--- src/rtl/lsbd_pkg.sv ---
// Shared types and constants for the two-bit LSB message deframer.
`default_nettype none
package lsbd_pkg;

   localparam int unsigned NAME_BYTES_DEFAULT = 32;
   localparam int unsigned PIX_W    = 8;
   localparam int unsigned IMG_W    = 26;
   localparam int unsigned LEN_W    = 32;
   localparam int unsigned AVAIL_W  = IMG_W - 2;
   localparam int unsigned CNT_W    = AVAIL_W;
   localparam int unsigned FIELD_W  = 4;
   localparam int unsigned LEN_HDR_BYTES = 4;
   localparam int unsigned BYTE_PIXELS   = 4;

   typedef enum logic [1:0] {
      KIND_NAME    = 2'd0,
      KIND_PAYLOAD = 2'd1,
      KIND_ERROR   = 2'd2
   } kind_type;

   typedef enum logic [3:0] {
      PH_LEN     = 4'b0001,
      PH_NAME    = 4'b0010,
      PH_PAYLOAD = 4'b0100,
      PH_IDLE    = 4'b1000
   } phase_type;

   typedef struct packed {
      logic [PIX_W-1:0] pixel_value;
      logic             start_req;
   } item_type;

   typedef struct packed {
      kind_type         kind;
      logic [7:0]       data;
      logic [LEN_W-1:0] message_length;
      logic             last;
   } result_type;

endpackage
`default_nettype wire

--- src/rtl/lsb2_steg_message_deframer_top.sv ---
// Top level of the two-bit LSB message deframer.
//
//   Channel   Direction  Handshake             Beat contents
//   req_      in         req_valid/req_stall   pixel_value, start_req
//   rsp_      out        rsp_valid/rsp_stall   kind, data, message_length, last
//   csr_      in         csr_write_enable      image_pixels
//
// One pixel beat is taken per cycle while no stall holds the stream. A beat is held in
// the input register and decoded there, and any result is loaded into the output
// register, which drives rsp_valid. The output register is the only thing that
// can hold the stream: while it is full and stalled, the input register stalls.
// Reset is synchronous and returns the parser to the length header with the
// available space at zero.
`default_nettype none
module lsb2_steg_message_deframer_top #(
   parameter int unsigned NAME_BYTES = lsbd_pkg::NAME_BYTES_DEFAULT
) (
   input  wire logic                       clock,
   input  wire logic                       reset,
   input  wire logic                       req_valid,
   output logic                            req_stall,
   input  wire logic [lsbd_pkg::PIX_W-1:0] req_pixel_value,
   input  wire logic                       req_start_req,
   output logic                            rsp_valid,
   input  wire logic                       rsp_stall,
   output logic [1:0]                      rsp_kind,
   output logic [7:0]                      rsp_data,
   output logic [lsbd_pkg::LEN_W-1:0]      rsp_message_length,
   output logic                            rsp_last,
   input  wire logic                       csr_write_enable,
   input  wire logic [lsbd_pkg::IMG_W-1:0] csr_image_pixels
);
   import lsbd_pkg::*;

   item_type   req_item, item;
   logic       item_valid, out_free, fire, res_valid;
   result_type res, rsp_res;

   assign req_item.pixel_value = req_pixel_value;
   assign req_item.start_req   = req_start_req;

   // A held pixel is decoded only when its result, if any, has a free slot.
   assign fire = item_valid && out_free;

   lsbd_in_reg u_in_reg (
      .clock      (clock),
      .reset      (reset),
      .req_valid  (req_valid),
      .req_stall  (req_stall),
      .req_item   (req_item),
      .advance_ok (out_free),
      .item_valid (item_valid),
      .item       (item)
   );

   lsbd_core #(
      .NAME_BYTES (NAME_BYTES)
   ) u_core (
      .clock            (clock),
      .reset            (reset),
      .csr_write_enable (csr_write_enable),
      .csr_image_pixels (csr_image_pixels),
      .fire             (fire),
      .item             (item),
      .res_valid        (res_valid),
      .res              (res)
   );

   lsbd_out_reg u_out_reg (
      .clock     (clock),
      .reset     (reset),
      .load      (fire && res_valid),
      .res       (res),
      .out_free  (out_free),
      .rsp_valid (rsp_valid),
      .rsp_stall (rsp_stall),
      .rsp_res   (rsp_res)
   );

   assign rsp_kind           = rsp_res.kind;
   assign rsp_data           = rsp_res.data;
   assign rsp_message_length = rsp_res.message_length;
   assign rsp_last           = rsp_res.last;

endmodule
`default_nettype wire

--- src/rtl/lsbd_in_reg.sv ---
// Input register stage that holds one accepted pixel beat.
`default_nettype none
module lsbd_in_reg (
   input  wire logic              clock,
   input  wire logic              reset,
   input  wire logic              req_valid,
   output logic                   req_stall,
   input  wire lsbd_pkg::item_type req_item,
   input  wire logic              advance_ok,
   output logic                   item_valid,
   output lsbd_pkg::item_type     item
);
   import lsbd_pkg::*;

   logic     valid_ff, valid_in;
   item_type item_ff, item_in;
   logic     take;

   assign req_stall = valid_ff && !advance_ok;
   assign take      = req_valid && !req_stall;

   always_comb begin
      valid_in = valid_ff;
      item_in  = item_ff;
      if (take) begin
         valid_in = 1'b1;
         item_in  = req_item;
      end else if (advance_ok) begin
         valid_in = 1'b0;
      end
   end

   always_ff @(posedge clock) begin
      if (reset) begin
         valid_ff <= 1'b0;
      end else begin
         valid_ff <= valid_in;
      end
      item_ff <= item_in;
   end

   assign item_valid = valid_ff;
   assign item       = item_ff;

endmodule
`default_nettype wire

--- src/rtl/lsbd_core.sv ---
// Header parser and byte assembler: per-pixel state update and result decode.
`default_nettype none
module lsbd_core #(
   parameter int unsigned NAME_BYTES = lsbd_pkg::NAME_BYTES_DEFAULT
) (
   input  wire logic                     clock,
   input  wire logic                     reset,
   input  wire logic                     csr_write_enable,
   input  wire logic [lsbd_pkg::IMG_W-1:0] csr_image_pixels,
   input  wire logic                     fire,
   input  wire lsbd_pkg::item_type       item,
   output logic                          res_valid,
   output lsbd_pkg::result_type          res
);
   import lsbd_pkg::*;

   localparam logic [AVAIL_W-1:0] HDR_BYTES = AVAIL_W'(LEN_HDR_BYTES + NAME_BYTES);
   localparam logic [CNT_W-1:0]   NAME_CNT  = CNT_W'(NAME_BYTES);

   phase_type           phase_ff, phase_in;
   logic [LEN_W-1:0]    shift_ff, shift_in;
   logic [FIELD_W-1:0]  pif_ff, pif_in;
   logic [CNT_W-1:0]    cnt_ff, cnt_in;
   logic [LEN_W-1:0]    len_ff, len_in;
   logic [AVAIL_W-1:0]  avail_ff, avail_in;

   phase_type           ph_b;
   logic [LEN_W-1:0]    sh_b, len_b, sh_new;
   logic [FIELD_W-1:0]  pif_b, pif_new;
   logic [CNT_W-1:0]    cnt_b, cnt_inc;
   logic [AVAIL_W-1:0]  quarter;

   // Space left for payload bytes, saturating at zero; recomputed on each write.
   always_comb begin
      quarter  = csr_image_pixels[IMG_W-1:2];
      avail_in = avail_ff;
      if (csr_write_enable) begin
         avail_in = (quarter > HDR_BYTES) ? (quarter - HDR_BYTES) : '0;
      end
   end

   always_comb begin
      // A start flag restarts parsing with this pixel as the first header pixel.
      ph_b  = item.start_req ? PH_LEN : phase_ff;
      sh_b  = item.start_req ? '0 : shift_ff;
      pif_b = item.start_req ? '0 : pif_ff;
      cnt_b = item.start_req ? '0 : cnt_ff;
      len_b = item.start_req ? '0 : len_ff;

      sh_new  = {sh_b[LEN_W-3:0], item.pixel_value[1:0]};
      pif_new = pif_b + FIELD_W'(1);
      cnt_inc = cnt_b + CNT_W'(1);

      phase_in  = ph_b;
      shift_in  = sh_b;
      pif_in    = pif_b;
      cnt_in    = cnt_b;
      len_in    = len_b;
      res_valid = 1'b0;
      res.kind           = KIND_NAME;
      res.data           = sh_new[7:0];
      res.message_length = len_b;
      res.last           = 1'b0;

      case (ph_b)
         PH_LEN: begin
            shift_in = sh_new;
            pif_in   = pif_new;
            // Sixteen pixels wrap the field counter back to zero.
            if (pif_new == '0) begin
               len_in   = sh_new;
               shift_in = '0;
               cnt_in   = '0;
               if (sh_new > LEN_W'(avail_ff)) begin
                  phase_in           = PH_IDLE;
                  res_valid          = 1'b1;
                  res.kind           = KIND_ERROR;
                  res.data           = '0;
                  res.message_length = sh_new;
                  res.last           = 1'b1;
               end else begin
                  phase_in = PH_NAME;
               end
            end
         end
         PH_NAME, PH_PAYLOAD: begin
            shift_in = sh_new;
            pif_in   = pif_new;
            if (pif_new >= FIELD_W'(BYTE_PIXELS)) begin
               pif_in    = '0;
               shift_in  = '0;
               cnt_in    = cnt_inc;
               res_valid = 1'b1;
               if (ph_b == PH_NAME) begin
                  res.kind = KIND_NAME;
                  if (cnt_inc >= NAME_CNT) begin
                     cnt_in = '0;
                     if (len_b == '0) begin
                        res.last = 1'b1;
                        phase_in = PH_IDLE;
                     end else begin
                        phase_in = PH_PAYLOAD;
                     end
                  end
               end else begin
                  res.kind = KIND_PAYLOAD;
                  if (LEN_W'(cnt_inc) >= len_b) begin
                     res.last = 1'b1;
                     phase_in = PH_IDLE;
                  end
               end
            end
         end
         default: begin
         end
      endcase
   end

   always_ff @(posedge clock) begin
      if (reset) begin
         phase_ff <= PH_LEN;
         shift_ff <= '0;
         pif_ff   <= '0;
         cnt_ff   <= '0;
         len_ff   <= '0;
         avail_ff <= '0;
      end else begin
         avail_ff <= avail_in;
         if (fire) begin
            phase_ff <= phase_in;
            shift_ff <= shift_in;
            pif_ff   <= pif_in;
            cnt_ff   <= cnt_in;
            len_ff   <= len_in;
         end
      end
   end

endmodule
`default_nettype wire

--- src/rtl/lsbd_out_reg.sv ---
// Result register that holds one beat until the consumer takes it.
`default_nettype none
module lsbd_out_reg (
   input  wire logic                 clock,
   input  wire logic                 reset,
   input  wire logic                 load,
   input  wire lsbd_pkg::result_type res,
   output logic                      out_free,
   output logic                      rsp_valid,
   input  wire logic                 rsp_stall,
   output lsbd_pkg::result_type      rsp_res
);
   import lsbd_pkg::*;

   logic       valid_ff, valid_in;
   result_type res_ff, res_in;

   assign out_free = !valid_ff || !rsp_stall;

   always_comb begin
      valid_in = valid_ff;
      res_in   = res_ff;
      if (load) begin
         valid_in = 1'b1;
         res_in   = res;
      end else if (!rsp_stall) begin
         valid_in = 1'b0;
      end
   end

   always_ff @(posedge clock) begin
      if (reset) begin
         valid_ff <= 1'b0;
      end else begin
         valid_ff <= valid_in;
      end
      res_ff <= res_in;
   end

   assign rsp_valid = valid_ff;
   assign rsp_res   = res_ff;

endmodule
`default_nettype wire
--- config.mk ---
export PLATFORM = sky130hd
export DESIGN_NAME = lsb2_steg_message_deframer_top
export DESIGN_NICKNAME = d
export VERILOG_FILES = /design/src/rtl/lsbd_pkg.sv /design/src/rtl/lsb2_steg_message_deframer_top.sv /design/src/rtl/lsbd_in_reg.sv /design/src/rtl/lsbd_core.sv /design/src/rtl/lsbd_out_reg.sv
export SDC_FILE = /design/constraint.sdc
export NUM_CORES = 1
export LEC_CHECK = 0
export BUFFER_PORTS_ARGS = -buffer_cell sky130_fd_sc_hd__buf_2
export CAP_MARGIN = 20
export CORE_MARGIN = 5
export CORE_UTILIZATION = 25
export CTS_CLUSTER_DIAMETER = 200
export DETAILED_ROUTE_END_ITERATION = 10
export GPL_TIMING_DRIVEN = 0
export PLACE_DENSITY = 0.49
export SYNTH_ARGS = -nofsm -noshare
export SYNTH_HDL_FRONTEND = slang
export SYNTH_SLANG_ARGS = --single-unit
--- constraint.sdc ---
create_clock -name clock -period 16.71 [get_ports clock]
set_input_delay 2.5065 -clock clock [delete_from_list [all_inputs] [get_ports clock]]
set_output_delay 2.5065 -clock clock [all_outputs]
set_load 0.02 [all_outputs]
==> results.py <==
metrics = {
    "route": {
        "wl_mm": 29.23,
        "dr.pass1.iters": 5,
        "vias": 8217,
        "drcViolationCount": 0,
        "viasPerCell": 5.038,
        "detail-route-antenna-nets": 0,
        "drt_iter0_markers": 670,
        "routedWlPerCell_um": 17.92,
    },
    "pwr": {
        "p_sw_frac": 0.2382,
        "p_total_w": 0.0008843,
        "switching_power_w": 0.0002106,
        "leakage_nw": 3.984,
        "p_int_w": 0.0006736,
        "share_comb_of_total_power": 0.062,
        "power_frac_clock": 0.464,
        "power_density_mw_per_mm2": 82.19,
        "seq_power_share": 0.474,
        "peakVddDrop_v": 0.00007354,
    },
    "synthesis": {
        "synth_top_family_by_area": "simple AND/OR/NAND/NOR gates",
        "synth_edf_count": 46,
        "synth_compound_area_frac": 0.1982,
        "synthArstFlopShare": 0,
        "syn_nets": 1145,
        "syn-mean-instance-area_um2": 8.681,
        "netlist_area_mm2": 0.009159,
        "muxShareOfSynthArea": 0.01134,
        "synth_simple_gate_area_frac": 0.2337,
        "synth.distinct_cells": 76,
        "yosysWarnings": 0,
        "synth-adder-area-share": 0.06831,
        "synth_xor_area_frac": 0.02773,
        "ys_seq_area_frac": 0.4131,
        "ys_seq_elements": 166,
        "synthFlopType": "dfxtp_1",
        "syn-instance-count": 1055,
    },
    "floorplanning": {
        "row_count": 70,
        "dieHeight_um": 201.4,
        "core_area_mm2": 0.03635,
        "io_pins": 85,
        "fp.dieW_um": 201.4,
        "initial_core_util": 0.2520,
        "die_area_mm2": 0.04056,
    },
    "clocking": {
        "cts_resized": 0,
        "postCtsSetupRepairBufs": 0,
        "cts.path.max_buffers": 2,
        "numCtsBuffers": 17,
        "cts_hold_buf": 0,
        "root_buffer": "clkbuf_16",
        "cts_num_sinks": 166,
        "clkSlewWorstSetupHoldPaths_ps": 70,
        "htree_levels": 4,
        "clk_latency_ps": 440,
        "cts_tree": "yes",
    },
    "sta": {
        "slew_headroom": 0.2280,
        "rsz0062_at_grt": "false",
        "hold_viol": 0,
        "layout_min_cycle_time_ps": 6287,
        "tightest_slew_ps": 1150,
        "timing.final.crit_share": 0.3762,
        "setup_viol": 0,
        "fin_worst_skew_ps": 11.80,
        "fmax_mhz": 159.1,
        "setup_tns_ps": 0,
        "drv_slew": 0,
    },
    "cells_and_area": {
        "final_area_mm2": 0.01076,
        "nets": 1240,
        "drive_gt1_frac": 0.1187,
        "area_growth_syn_to_layout_pct": 17.47,
        "layout_common_cells": "nor2_1, dfxtp_1, nand2_1",
        "n_antenna_cell": 0,
        "final_common_cell": "nor2_1",
    },
    "worst_setup_path": {
        "crit_type": "register to register",
        "worstRegToRegCells": 16,
        "r2r_setup_slack_ps": 10420,
        "critical_path.max_fanout": 23,
        "critPathCaptureType": "register",
        "cp-start-kind": "register",
        "cp.arrival_ps": 6430,
        "timing.rr.end": "u_out_reg.rsp_res[39]$_DFFE_PP_",
        "reg2reg_from": "u_in_reg.item[0]$_DFFE_PP_",
        "cp.required_ps": 16850,
    },
    "hold_path": {
        "min_from": "u_core.avail_ff[6]$_SDFFE_PP0P_",
        "hold_path.class": "register to register",
        "hold_end": "u_core.avail_ff[6]$_SDFFE_PP0P_",
        "whs_path_depth": 2,
    },
    "placement": {
        "dp_hpwl_mm": 22.42,
        "gp_congestion": 0.8977,
        "placed_area_mm2": 0.01016,
        "port_buffers": 75,
    },
    "global_routing": {
        "global_route.usage.total": 0.1408,
        "grt_pass1_wl_mm": 45.31,
        "grt_pass1_vias": 7935,
        "overflow": 0,
        "antenna_found_initial": 0,
        "grt_max_degree": 24,
    },
    "outcome": {
        "status": "finished, final reports clean",
    },
    "flow_run": {
        "cap_violations": 0,
    },
}
[synth_stat cells, types with 5 or more instances]
| cell | number | share of area |
|---|---|---|
| ha_1 | 50 | 0.068 |
| a22o_1 | 14 | 0.013 |
| o21ai_0 | 46 | 0.025 |
| o31ai_1 | 9 | 0.0074 |
| nand2_1 | 98 | 0.040 |
| nand4_1 | 13 | 0.0089 |
| inv_1 | 39 | 0.016 |
| edfxtp_1 | 46 | 0.15 |
| nand3_1 | 32 | 0.017 |
| o21ai_1 | 5 | 0.0027 |
| nor3_1 | 17 | 0.0093 |
| o31a_1 | 5 | 0.0048 |
| mux2i_1 | 7 | 0.0077 |
| or3_1 | 11 | 0.0075 |
| or4_1 | 10 | 0.0082 |
| and2_1 | 10 | 0.0068 |
| nor4_1 | 22 | 0.015 |
| buf_2 | 5 | 0.0027 |
| a21oi_1 | 70 | 0.038 |
| xor2_1 | 16 | 0.015 |
| xnor2_1 | 13 | 0.012 |
| a22oi_1 | 68 | 0.056 |
| dfxtp_1 | 120 | 0.26 |
| a21o_1 | 11 | 0.0090 |
| nor2b_1 | 34 | 0.023 |
| nand2b_1 | 28 | 0.019 |
| clkbuf_1 | 50 | 0.020 |
| nor2_1 | 124 | 0.051 |
[cell type report]
class	count	area [um2]
multi-input combinational	784	4951
fill	3848	25590
timing repair buffer	76	402.9
tap	468	585.6
buffer	65	285.3
clock buffer	22	454.2
clock inverter	10	146.4
inverter	40	150.1
sequential	166	3784
[worst max-delay path by stage]
stage                                          start                               to  slack [ps]  cells past startpoint
after floorplan           u_in_reg.item[0]$_DFFE_PP_   u_out_reg.rsp_res[0]$_DFFE_PP_       10980                     15
after global placement    u_in_reg.item[0]$_DFFE_PP_  u_out_reg.rsp_res[34]$_DFFE_PP_        7850                     15
after detailed placement  u_in_reg.item[0]$_DFFE_PP_  u_out_reg.rsp_res[34]$_DFFE_PP_       10470                     16
after CTS                 u_in_reg.item[0]$_DFFE_PP_  u_out_reg.rsp_res[34]$_DFFE_PP_       10440                     16
after global routing      u_in_reg.item[0]$_DFFE_PP_   u_out_reg.rsp_res[0]$_DFFE_PP_       10120                     19
final                     u_in_reg.item[0]$_DFFE_PP_  u_out_reg.rsp_res[39]$_DFFE_PP_       10420                     16
[through the flow]
stage / std cells / hold slack (ps) / setup WS [ps] / utilization
floorplan: 1055 / 445.8 / 10980 / -
global placement: 1598 / 457.9 / 7847 / 0.2784
detailed placement: 1599 / 459.1 / 10470 / 0.2795
CTS: 1631 / 470.6 / 10440 / 0.2960
global route: 1631 / 479.3 / 10120 / 0.2960
finish: 1631 / 467.7 / 10420 / 0.2960
[layer usage]
metal,wire length (um),GRT usage,up-vias
met1,13010,0.1777,3942
met4,645,0.04126,0
met3,1066,0.02127,39
li1,-,-,4018
met2,14510,0.2491,218
met5,0,0,-
[registers in the layout, summed over array words and instances, names as in the netlist, 3 cells and up]
signal / count
u_out_reg.rsp_res: 43
u_core.len_ff: 32
u_core.shift_ff: 30
u_core.avail_ff: 24
u_core.cnt_ff: 24
u_core.phase_ff: 4
u_core.pif_ff: 4
u_in_reg.item: 3
[critical path, cell delays in order (launching register included)]
cell	delay, ps
edfxtp_1	340
buf_6	150
clkbuf_1	620
clkbuf_1	570
buf_2	420
buf_1	560
nor2b_1	180
ha_1	340
nand2_1	50
o21ai_0	220
a2111oi_0	110
a211o_1	340
a31oi_1	360
o21ai_1	270
clkbuf_1	380
a21oi_4	810
buf_16	240
[power by group through the flow]
stage                     Sequential (W)  Clock (W)  Combinational (W)
after global routing            0.000420   0.000434          0.0000603
after global placement          0.000428          0          0.0000538
after CTS                       0.000419   0.000421          0.0000546
final                           0.000419   0.000411          0.0000546
after floorplan                 0.000427          0          0.0000337
after detailed placement        0.000428          0          0.0000544
[logic make-up after synthesis]
logic type	after synthesis
AOI/OAI and AO/OA	271
xor gates and xnor gates	29
adders and majority gates	50
buffers and inverters	105
DFF	166
muxes	10
and+or+nand+nor	424
Note: power is estimated with default switching activity, not from simulation.
